### src/rtl/assert_macros.svh
// Assertion macros shared by the timer queue RTL.
// Depends on nothing; included by the modules that carry assertions.
`ifndef ASSERT_MACROS_SVH
`define ASSERT_MACROS_SVH

// Property that must hold at every clock edge outside reset.
`define EDTQ_ASSERT(label, clk, rst, prop, msg) \
   label: assert property (@(posedge clk) disable iff (rst) prop) \
      else $error(msg);

// Condition that must never be seen at a clock edge outside reset.
`define EDTQ_ASSERT_NEVER(label, clk, rst, cond, msg) \
   label: assert property (@(posedge clk) disable iff (rst) !(cond)) \
      else $error(msg);

`endif

### src/rtl/edtq_pkg.sv
// Shared types and constants of the earliest-deadline timer queue.
// Depends on nothing; imported by the controller, datapath and top level.
`timescale 1ns / 1ps

package edtq_pkg;

   // Table geometry
   localparam int SLOTS        = 16;
   localparam int ID_BITS      = 4;
   localparam int TIME_BITS    = 48;
   localparam int ORDER_BITS   = 16;
   localparam int INDEX_BITS   = $clog2(SLOTS);
   localparam int RESULT_LIMIT = 16;
   localparam int COUNT_BITS   = $clog2(RESULT_LIMIT + 1);

   localparam logic [ORDER_BITS-1:0] ORDER_TOP = '1;
   localparam logic [TIME_BITS-1:0]  TIME_NONE = '1;

   // Request operation codes
   typedef enum logic [1:0] {
      OP_ARM    = 2'd0,
      OP_CANCEL = 2'd1,
      OP_TICK   = 2'd2,
      OP_NONE   = 2'd3
   } op_type;

   // Controller states
   typedef enum logic [2:0] {
      ST_IDLE,
      ST_DISPATCH,
      ST_COMPACT,
      ST_APPLY,
      ST_WRITE,
      ST_SEARCH,
      ST_CHECK
   } state_type;

   // Commands from controller to datapath
   typedef struct packed {
      logic accept;
      logic arm_write;
      logic disarm;
      logic rank_clear;
      logic rank_step;
      logic rank_apply;
      logic scan_clear;
      logic scan_step;
      logic load_earliest;
      logic expire;
      logic emit;
      logic emit_valid;
      logic emit_status;
      logic emit_last;
   } cmd_type;

   // Status from datapath to controller
   typedef struct packed {
      op_type op;
      logic   id_in_range;
      logic   id_armed;
      logic   order_top;
      logic   idx_last;
      logic   pending;
      logic   due;
      logic   count_full;
   } dp_status_type;

endpackage

### src/rtl/edtq_datapath.sv
// Datapath of the timer queue: slot registers, search unit, order compaction, result register.
// Depends on edtq_pkg; driven by commands from edtq_ctrl.
`timescale 1ns / 1ps

module edtq_datapath
   import edtq_pkg::*;
(
   input  logic                  clock,
   input  logic                  reset,
   input  logic [1:0]            req_operation,
   input  logic [ID_BITS-1:0]    req_timer_id,
   input  logic [TIME_BITS-1:0]  req_expire_time,
   input  logic [TIME_BITS-1:0]  req_now_time,
   input  cmd_type               cmd,
   output dp_status_type         status,
   output logic                  rsp_strobe,
   output logic                  rsp_expired_valid,
   output logic [ID_BITS-1:0]    rsp_expired_id,
   output logic [TIME_BITS-1:0]  rsp_next_expire,
   output logic                  rsp_status,
   output logic                  rsp_last
);

`include "assert_macros.svh"

   // Latched request
   op_type                  req_op_ff;
   logic [ID_BITS-1:0]      req_id_ff;
   logic [TIME_BITS-1:0]    req_expire_ff;
   logic [TIME_BITS-1:0]    req_now_ff;

   // Slot table
   logic [SLOTS-1:0]        armed_ff, armed_in;
   logic [TIME_BITS-1:0]    slot_time_ff [SLOTS];
   logic [TIME_BITS-1:0]    slot_time_in [SLOTS];
   logic [ORDER_BITS-1:0]   slot_order_ff [SLOTS];
   logic [ORDER_BITS-1:0]   slot_order_in [SLOTS];
   logic [INDEX_BITS-1:0]   rank_ff [SLOTS];
   logic [INDEX_BITS-1:0]   rank_in [SLOTS];
   logic [ORDER_BITS-1:0]   order_counter_ff, order_counter_in;
   logic [TIME_BITS-1:0]    earliest_ff, earliest_in;

   // Search unit
   logic [INDEX_BITS-1:0]   idx_ff, idx_in;
   logic                    best_found_ff, best_found_in;
   logic [INDEX_BITS-1:0]   best_id_ff, best_id_in;
   logic [TIME_BITS-1:0]    best_time_ff, best_time_in;
   logic [ORDER_BITS-1:0]   best_order_ff, best_order_in;

   // Tick expiry tracking
   logic                    pend_ff, pend_in;
   logic [INDEX_BITS-1:0]   pend_id_ff, pend_id_in;
   logic [COUNT_BITS-1:0]   exp_count_ff, exp_count_in;

   // Result register
   logic                    rsp_strobe_ff;
   logic                    rsp_valid_ff;
   logic [ID_BITS-1:0]      rsp_id_ff;
   logic [TIME_BITS-1:0]    rsp_next_ff;
   logic                    rsp_status_ff;
   logic                    rsp_last_ff;

   logic [INDEX_BITS-1:0]   slot_sel;
   logic [TIME_BITS-1:0]    cand_time;
   logic [ORDER_BITS-1:0]   cand_order;
   logic                    cand_before;
   logic [TIME_BITS-1:0]    search_time;

   assign slot_sel    = INDEX_BITS'(req_id_ff);
   assign cand_time   = slot_time_ff[idx_ff];
   assign cand_order  = slot_order_ff[idx_ff];
   assign cand_before = (cand_time < best_time_ff) ||
                        ((cand_time == best_time_ff) && (cand_order < best_order_ff));
   assign search_time = best_found_ff ? best_time_ff : TIME_NONE;

   // Status toward the controller
   always_comb begin
      status.op          = req_op_ff;
      status.id_in_range = ({1'b0, req_id_ff} < (ID_BITS + 1)'(SLOTS));
      status.id_armed    = armed_ff[slot_sel];
      status.order_top   = (order_counter_ff == ORDER_TOP);
      status.idx_last    = (idx_ff == INDEX_BITS'(SLOTS - 1));
      status.pending     = pend_ff;
      status.due         = best_found_ff && (best_time_ff <= req_now_ff);
      status.count_full  = (exp_count_ff == COUNT_BITS'(RESULT_LIMIT));
   end

   // Next state of the slot table and counters
   always_comb begin
      armed_in         = armed_ff;
      slot_time_in     = slot_time_ff;
      slot_order_in    = slot_order_ff;
      rank_in          = rank_ff;
      order_counter_in = order_counter_ff;
      earliest_in      = earliest_ff;

      if (cmd.arm_write) begin
         armed_in[slot_sel]      = 1'b1;
         slot_time_in[slot_sel]  = req_expire_ff;
         slot_order_in[slot_sel] = order_counter_ff;
         order_counter_in        = order_counter_ff + 1'b1;
      end
      if (cmd.disarm) begin
         armed_in[slot_sel] = 1'b0;
      end
      if (cmd.expire) begin
         armed_in[best_id_ff] = 1'b0;
      end

      // Rank every slot against the one under the index
      if (cmd.rank_clear) begin
         order_counter_in = '0;
         for (int i = 0; i < SLOTS; i++) begin
            rank_in[i] = '0;
         end
      end else if (cmd.rank_step) begin
         if (armed_ff[idx_ff]) begin
            order_counter_in = order_counter_ff + 1'b1;
         end
         for (int i = 0; i < SLOTS; i++) begin
            if (armed_ff[idx_ff] && (cand_order < slot_order_ff[i])) begin
               rank_in[i] = rank_ff[i] + 1'b1;
            end
         end
      end

      // Renumber armed slots by rank
      if (cmd.rank_apply) begin
         for (int i = 0; i < SLOTS; i++) begin
            if (armed_ff[i]) begin
               slot_order_in[i] = ORDER_BITS'(rank_ff[i]);
            end
         end
      end

      if (cmd.load_earliest) begin
         earliest_in = search_time;
      end
   end

   // Next state of the search unit and expiry tracking
   always_comb begin
      idx_in        = idx_ff;
      best_found_in = best_found_ff;
      best_id_in    = best_id_ff;
      best_time_in  = best_time_ff;
      best_order_in = best_order_ff;
      pend_in       = pend_ff;
      pend_id_in    = pend_id_ff;
      exp_count_in  = exp_count_ff;

      if (cmd.scan_clear || cmd.rank_clear) begin
         idx_in = '0;
      end else if (cmd.scan_step || cmd.rank_step) begin
         idx_in = idx_ff + 1'b1;
      end

      if (cmd.scan_clear) begin
         best_found_in = 1'b0;
      end else if (cmd.scan_step && armed_ff[idx_ff] && (!best_found_ff || cand_before)) begin
         best_found_in = 1'b1;
         best_id_in    = idx_ff;
         best_time_in  = cand_time;
         best_order_in = cand_order;
      end

      if (cmd.accept) begin
         pend_in      = 1'b0;
         exp_count_in = '0;
      end else if (cmd.expire) begin
         pend_in      = 1'b1;
         pend_id_in   = best_id_ff;
         exp_count_in = exp_count_ff + 1'b1;
      end
   end

   // Control registers
   always_ff @(posedge clock) begin
      if (reset) begin
         armed_ff         <= '0;
         order_counter_ff <= '0;
         earliest_ff      <= TIME_NONE;
         idx_ff           <= '0;
         best_found_ff    <= 1'b0;
         pend_ff          <= 1'b0;
         exp_count_ff     <= '0;
         rsp_strobe_ff    <= 1'b0;
      end else begin
         armed_ff         <= armed_in;
         order_counter_ff <= order_counter_in;
         earliest_ff      <= earliest_in;
         idx_ff           <= idx_in;
         best_found_ff    <= best_found_in;
         pend_ff          <= pend_in;
         exp_count_ff     <= exp_count_in;
         rsp_strobe_ff    <= cmd.emit;
      end
   end

   // Payload registers
   always_ff @(posedge clock) begin
      slot_time_ff  <= slot_time_in;
      slot_order_ff <= slot_order_in;
      rank_ff       <= rank_in;
      best_id_ff    <= best_id_in;
      best_time_ff  <= best_time_in;
      best_order_ff <= best_order_in;
      pend_id_ff    <= pend_id_in;
      if (cmd.accept) begin
         req_op_ff     <= op_type'(req_operation);
         req_id_ff     <= req_timer_id;
         req_expire_ff <= req_expire_time;
         req_now_ff    <= req_now_time;
      end
      if (cmd.emit) begin
         rsp_valid_ff  <= cmd.emit_valid;
         rsp_id_ff     <= cmd.emit_valid ? ID_BITS'(pend_id_ff) : '0;
         rsp_next_ff   <= earliest_in;
         rsp_status_ff <= cmd.emit_status;
         rsp_last_ff   <= cmd.emit_last;
      end
   end

   assign rsp_strobe        = rsp_strobe_ff;
   assign rsp_expired_valid = rsp_valid_ff;
   assign rsp_expired_id    = rsp_id_ff;
   assign rsp_next_expire   = rsp_next_ff;
   assign rsp_status        = rsp_status_ff;
   assign rsp_last          = rsp_last_ff;

   `EDTQ_ASSERT(a_count_bound, clock, reset, exp_count_ff <= COUNT_BITS'(RESULT_LIMIT), "expiry count passed the result limit")
   `EDTQ_ASSERT(a_expire_clears, clock, reset, cmd.expire |=> !armed_ff[pend_id_ff], "expired slot still armed")

endmodule

### src/rtl/edtq_ctrl.sv
// Controller state machine of the timer queue: sequences dispatch, compaction, search and results.
// Depends on edtq_pkg; commands edtq_datapath through cmd_type and reads dp_status_type.
`timescale 1ns / 1ps

module edtq_ctrl
   import edtq_pkg::*;
(
   input  logic          clock,
   input  logic          reset,
   input  logic          start,
   output logic          busy,
   input  dp_status_type status,
   output cmd_type       cmd
);

`include "assert_macros.svh"

   state_type state_ff, state_in;
   logic      more_due;

   assign more_due = status.due && !status.count_full;

   // State register
   always_ff @(posedge clock) begin
      if (reset) begin
         state_ff <= ST_IDLE;
      end else begin
         state_ff <= state_in;
      end
   end

   // Next state and commands
   always_comb begin
      state_in = state_ff;
      cmd      = '0;
      busy     = 1'b1;

      unique case (state_ff)
         ST_IDLE: begin
            busy = 1'b0;
            if (start) begin
               cmd.accept = 1'b1;
               state_in   = ST_DISPATCH;
            end
         end

         ST_DISPATCH: begin
            unique case (status.op)
               OP_ARM: begin
                  if (!status.id_in_range || status.id_armed) begin
                     cmd.emit        = 1'b1;
                     cmd.emit_status = status.id_in_range;
                     cmd.emit_last   = 1'b1;
                     state_in        = ST_IDLE;
                  end else if (status.order_top) begin
                     cmd.rank_clear = 1'b1;
                     state_in       = ST_COMPACT;
                  end else begin
                     state_in = ST_WRITE;
                  end
               end
               OP_CANCEL: begin
                  if (status.id_in_range && status.id_armed) begin
                     cmd.disarm     = 1'b1;
                     cmd.scan_clear = 1'b1;
                     state_in       = ST_SEARCH;
                  end else begin
                     cmd.emit      = 1'b1;
                     cmd.emit_last = 1'b1;
                     state_in      = ST_IDLE;
                  end
               end
               OP_TICK: begin
                  cmd.scan_clear = 1'b1;
                  state_in       = ST_SEARCH;
               end
               OP_NONE: begin
                  cmd.emit      = 1'b1;
                  cmd.emit_last = 1'b1;
                  state_in      = ST_IDLE;
               end
            endcase
         end

         // Rank the armed slots, one reference slot a cycle
         ST_COMPACT: begin
            cmd.rank_step = 1'b1;
            if (status.idx_last) begin
               state_in = ST_APPLY;
            end
         end

         ST_APPLY: begin
            cmd.rank_apply = 1'b1;
            state_in       = ST_WRITE;
         end

         ST_WRITE: begin
            cmd.arm_write  = 1'b1;
            cmd.scan_clear = 1'b1;
            state_in       = ST_SEARCH;
         end

         // Walk all slots for the earliest armed one
         ST_SEARCH: begin
            cmd.scan_step = 1'b1;
            if (status.idx_last) begin
               state_in = ST_CHECK;
            end
         end

         ST_CHECK: begin
            cmd.load_earliest = 1'b1;
            if (status.op != OP_TICK) begin
               cmd.emit      = 1'b1;
               cmd.emit_last = 1'b1;
               state_in      = ST_IDLE;
            end else if (status.pending) begin
               // Report the slot expired before this search
               cmd.emit       = 1'b1;
               cmd.emit_valid = 1'b1;
               cmd.emit_last  = !more_due;
               if (more_due) begin
                  cmd.expire     = 1'b1;
                  cmd.scan_clear = 1'b1;
                  state_in       = ST_SEARCH;
               end else begin
                  state_in = ST_IDLE;
               end
            end else if (status.due) begin
               cmd.expire     = 1'b1;
               cmd.scan_clear = 1'b1;
               state_in       = ST_SEARCH;
            end else begin
               cmd.emit      = 1'b1;
               cmd.emit_last = 1'b1;
               state_in      = ST_IDLE;
            end
         end

         default: begin
            state_in = ST_IDLE;
         end
      endcase
   end

   `EDTQ_ASSERT(a_last_to_idle, clock, reset, (cmd.emit && cmd.emit_last) |=> (state_ff == ST_IDLE), "final result did not end the command")
   `EDTQ_ASSERT(a_more_to_search, clock, reset, (cmd.emit && !cmd.emit_last) |=> (state_ff == ST_SEARCH), "non-final result not followed by a search")
   `EDTQ_ASSERT_NEVER(a_expire_no_slot, clock, reset, cmd.expire && !status.due, "expiry without a due slot")

endmodule

### src/rtl/earliest_deadline_timer_queue_unit.sv
// A rejected arm, an idle cancel or an unused operation reports straight from dispatch.
// A cancel of an armed slot, a tick and an arm run a search first, an arm may compact the
// insertion counter before that, and a tick runs one more search per expired slot.
// Each search walks the 16 slot registers one slot a cycle.
// busy falls in the cycle of the final strobe, so a new command can follow at once.
// Synchronous active-high reset disarms all slots and clears the controller; no clearing pass.
`timescale 1ns / 1ps

module earliest_deadline_timer_queue_unit
   import edtq_pkg::*;
(
   input  logic                  clock,
   input  logic                  reset,
   input  logic                  start,
   output logic                  busy,
   input  logic [1:0]            req_operation,
   input  logic [ID_BITS-1:0]    req_timer_id,
   input  logic [TIME_BITS-1:0]  req_expire_time,
   input  logic [TIME_BITS-1:0]  req_now_time,
   output logic                  rsp_strobe,
   output logic                  rsp_expired_valid,
   output logic [ID_BITS-1:0]    rsp_expired_id,
   output logic [TIME_BITS-1:0]  rsp_next_expire,
   output logic                  rsp_status,
   output logic                  rsp_last
);

   cmd_type       cmd;
   dp_status_type dp_status;

   // Sequencer
   edtq_ctrl u_ctrl (
      .clock  (clock),
      .reset  (reset),
      .start  (start),
      .busy   (busy),
      .status (dp_status),
      .cmd    (cmd)
   );

   // Slot table and result register
   edtq_datapath u_datapath (
      .clock             (clock),
      .reset             (reset),
      .req_operation     (req_operation),
      .req_timer_id      (req_timer_id),
      .req_expire_time   (req_expire_time),
      .req_now_time      (req_now_time),
      .cmd               (cmd),
      .status            (dp_status),
      .rsp_strobe        (rsp_strobe),
      .rsp_expired_valid (rsp_expired_valid),
      .rsp_expired_id    (rsp_expired_id),
      .rsp_next_expire   (rsp_next_expire),
      .rsp_status        (rsp_status),
      .rsp_last          (rsp_last)
   );

endmodule

### config.mk
export PLATFORM = sky130hd
export DESIGN_NAME = earliest_deadline_timer_queue_unit
export DESIGN_NICKNAME = d
export VERILOG_FILES = /design/src/rtl/edtq_pkg.sv /design/src/rtl/edtq_datapath.sv /design/src/rtl/edtq_ctrl.sv /design/src/rtl/earliest_deadline_timer_queue_unit.sv
export VERILOG_INCLUDE_DIRS = /design/src /design/src/rtl
export SDC_FILE = /design/constraint.sdc
export NUM_CORES = 2
export LEC_CHECK = 0
export BUFFER_PORTS_ARGS = -buffer_cell sky130_fd_sc_hd__buf_2
export CORE_MARGIN = 1
export CORE_UTILIZATION = 45
export CTS_BUF_LIST = sky130_fd_sc_hd__clkbuf_8
export DETAILED_ROUTE_END_ITERATION = 16
export PLACE_DENSITY_LB_ADDON = 0.12
export REMOVE_ABC_BUFFERS = 1
export SYNTH_ARGS = -nofsm -noshare
export SYNTH_HDL_FRONTEND = slang
export SYNTH_SLANG_ARGS = --single-unit
### constraint.sdc
create_clock -name clock -period 11.45 [get_ports clock]
set_input_delay 2.29 -clock clock [delete_from_list [all_inputs] [get_ports clock]]
set_output_delay 2.29 -clock clock [all_outputs]
set_load 0.03 [all_outputs]
==> summary.txt <==
Share of the synthesized area in the top cell type: 0.476
Top cells by area, synth: edfxtp_1, dfxtp_1, mux4_2, ha_1, nand2_1
Fillcell total: 12,000
Fin nets: 5,462
Crit path kind: flop to flop
Post-synth ARST share: 0
Hold WS: 0.466 ns
Largest family of logic cells by synthesized area: multiplexers
Min Tclk post-route: 7.33 ns
H-Tree Level Count: 4
Largest net degree at the start of global routing: 132
FF+latch area: 0.0383 sq mm
Post-Synthesis Cells: 4,738
Post-DP HPWL: 113 mm
Worst reg2reg startpoint: u_datapath.idx_ff[0]
Fmax: 0.137 GHz
Total Wirelength: 177 mm
Final hold violations: 0
Routed WL per cell: 25.2 microns
Placed instance count: 6,612
Adder-Cell Fraction of Synth Area: 0.0747
PnR worst setup slack: 4.12 ns
Synthesized flop and latch total: 1,412
Status: finished, final reports clean
Post-Layout Cell Count: 7,049
Total GRT Usage: 0.251
Core box area: 0.138 sq mm
Clock Latency Late Sink: 0.98 ns
End of the worst hold path: u_datapath.slot_order_ff[94]
Final setup skew: 0.0704 ns
Syn avg cell area: 13.3 sq um
Post-synth EDFFs: 997
Postcts setup bufs: 0
Drt first pass iters: 6
Post-synthesis sequential area ratio: 0.608
Critical path endpoint category: flop
P&R area growth vs syn: 11.9%
DIE WIDTH: 376 microns
Max Cap Viol: 0
Die Span Y: 376 microns
Launch point of the worst hold path: u_datapath.slot_order_ff[94]
Num ports: 162
CTS Buf Count: 230
Number of antenna violations at the first check in global routing: 6
Post-synth top flop: edfxtp_1
Crit. Startpoint: u_datapath.idx_ff[0]
TritonCTS clock tree: done
Post-CTS Resized: 0
Synth area leader: edfxtp_1
Num rows: 136
CP Data Required Time: 12.00 ns
Starting density of the core: 0.456
Starting DRT DRC Count: 3,740
Die area: 0.141 sq mm
Max incr delay on CP: 0.95 ns
Layout cells sized above 1: 0.187
YS warnings: 0
Worst-path maximum fanout: 52
Via count: 39,600
PortBufs: 161
Type of origin of the critical path: flop
XOR/XNOR Fraction of Synth Area: 0.00362
Clock Root Buffer: clkbuf_8
Hold depth: 2
Number of global-route vias before repair: 38,700
VDD IR-drop max: 115 uV
DRC Markers: 0
Slew Limit Fails: 0
Area of the multi-input gates: 0.0224 sq mm
Vias per cell: 5.62
Reg2Reg Capture Point: u_datapath.best_time_ff[45]
Worst Tran Pin Value: 1.25 ns
Worst Path Arrival: 7.88 ns
Total grt overflow: 0
Register-to-Register Setup Slack: 4.12 ns
Critical path's slowest cell: nor4_1
Post-synth cell types: 61
Period utilisation layout: 0.640
RSZ-0062 raised after global routing: false
CTS Hold Bufs: 0
Hold WC Path Type: flop to flop
Setup violators final: 0
Dpl ws: 4.16 ns
GP Congestion: 0.888
Clk sink count: 1,412
First-pass GRT wire length: 259 mm
Leakage Power: 24.8 nW
Mux contribution to synthesized area: 0.123
Clock transition at path regs: 0.06 ns
Clock buffer depth: 3
Pwr/cell area: 148 mW/mm^2
Reg2Reg Depth: 11
CP Cell Sequence: buf_4 -> mux4_2 -> mux4_2 -> ha_1 -> nand4_1 -> nor4_1 -> nand3_1 -> o31ai_1 -> o21ai_0 -> a21oi_4 -> buf_4
Synthesized-area fraction occupied by and/or/nand/nor cells: 0.0843
Routed Antenna Nets: 0
Relative slew margins: 0.158
Synth Cell Area: 0.0630 sq mm
TNS Setup: 0 ns
Compound-gate portion of the synthesized area: 0.0695
## power breakdown
part | total [W] | switching, W | leakage [nW] | internal [W]
clock | 0.00434 | 0.00212 | 2.63 | 0.00222
combinational | 0.000344 | 0.000222 | 10.0 | 0.000122
sequential | 0.00572 | 0.000115 | 12.2 | 0.00561
## per-layer routing
metal,GRT usage,wire [microns],up-vias
met3,0.0520,13200,234
met2,0.379,78900,1440
met4,0.0785,4770,0
met1,0.364,80600,19900
li1,-,-,18100
met5,0,0,-
## worst max-delay path: cells and delay by family (launching register included)
kind	cells	cell delay [ns]
adders and majority gates	1	0.33
and+or+nand+nor	3	1.81
buffers and inverters	2	1.52
DFF	1	0.86
muxes	2	1.12
AOI/OAI and AO/OA	3	1.17
## layout make-up
class,count,area share
Antenna cell,2,0.0000710
Clock buffer,257,0.0502
Clock inverter,178,0.0153
Inverter,413,0.0226
Multi-Input combinational cell,2704,0.318
Sequential cell,1412,0.543
Tap cell,1863,0.0331
Timing Repair Buffer,220,0.0181
## how the worst max path moves through the flow
stage,endpoint,cells past startpoint
finish,u_datapath.best_time_ff[45],11
global route,u_datapath.best_time_ff[30],11
CTS,u_datapath.best_time_ff[27],11
detailed placement,u_datapath.best_time_ff[38],11
global placement,u_datapath.best_time_ff[43],11
floorplan,u_datapath.best_id_ff[0],10
## placed cells by master, fill, tap and decap left out, types with 16 or more instances in the layout
cell / instances
nand3_1: 47
a31oi_1: 132
inv_4: 16
dfxtp_1: 410
nand4_1: 67
a21oi_1: 328
a21o_1: 48
and2_1: 22
clkbuf_8: 257
nand2_1: 659
buf_4: 57
clkinv_2: 38
nor2b_1: 21
ha_1: 376
nor3_1: 24
mux2i_1: 33
or3_1: 16
inv_1: 463
nor2_1: 216
o211ai_1: 21
o21ai_0: 109
a211oi_1: 23
clkinv_1: 50
mux4_2: 328
edfxtp_1: 997
buf_2: 161
o31ai_1: 25
or2_2: 54
## cells in the mapped netlist (all sizes together), types with 3 or more instances
cell type / instances
nor3: 26
a211o: 5
nor2b: 21
o2111ai: 8
dfxtp: 415
xor2: 11
and4: 5
nor4: 14
nand2: 659
o211ai: 21
nor2: 217
a221oi: 4
ha: 376
and3: 11
clkbuf: 170
a211oi: 25
a21oi: 329
or3: 16
o21ai: 112
clkinv: 16
a2111oi: 5
nand4: 68
nand2b: 9
nor3b: 8
edfxtp: 997
nand3: 48
a31o: 4
a21o: 48
or2: 54
inv: 397
nand4b: 9
or4: 3
a31oi: 132
mux2i: 34
buf: 39
o31ai: 25
xnor2: 15
o221ai: 3
mux4: 328
o21a: 12
and2: 27
## per-stage QoR
step | utilization | cell area [sq um] | power (W)
2_1_floorplan | - | 62200 | 0.00602
3_3_place_gp | 0.477 | 65900 | 0.00617
3_5_place_dp | 0.477 | 65900 | 0.00617
4_1_cts | 0.510 | 70500 | 0.0105
5_1_grt | 0.510 | 70500 | 0.0108
6_report | 0.510 | 70500 | 0.0104
## cell families after synthesis
group                      Yosys count
DFF                               1412
and+or+nand+nor                   1198
AOI/OAI and AO/OA                  741
buffers and inverters              622
adders and majority gates          376
muxes                              363
xor gates and xnor gates            26
## flip-flops by register name (all words and copies together) (netlist names), 2 cells and up
signal	cells
u_datapath.rank_ff	64
u_datapath.order_counter_ff	16
u_datapath.armed_ff	16
u_ctrl.state_ff	3
u_datapath.req_now_ff	48
u_datapath.pend_id_ff	4
u_datapath.idx_ff	4
u_datapath.rsp_expired_id	4
u_datapath.best_time_ff	48
u_datapath.exp_count_ff	5
u_datapath.req_expire_ff	48
u_datapath.slot_order_ff	256
u_datapath.best_id_ff	4
u_datapath.best_order_ff	16
u_datapath.slot_time_ff	768
u_datapath.req_op_ff	2
u_datapath.rsp_next_expire	48
u_datapath.earliest_ff	48
u_datapath.req_id_ff	4
Power figures use the tool's default switching activity.
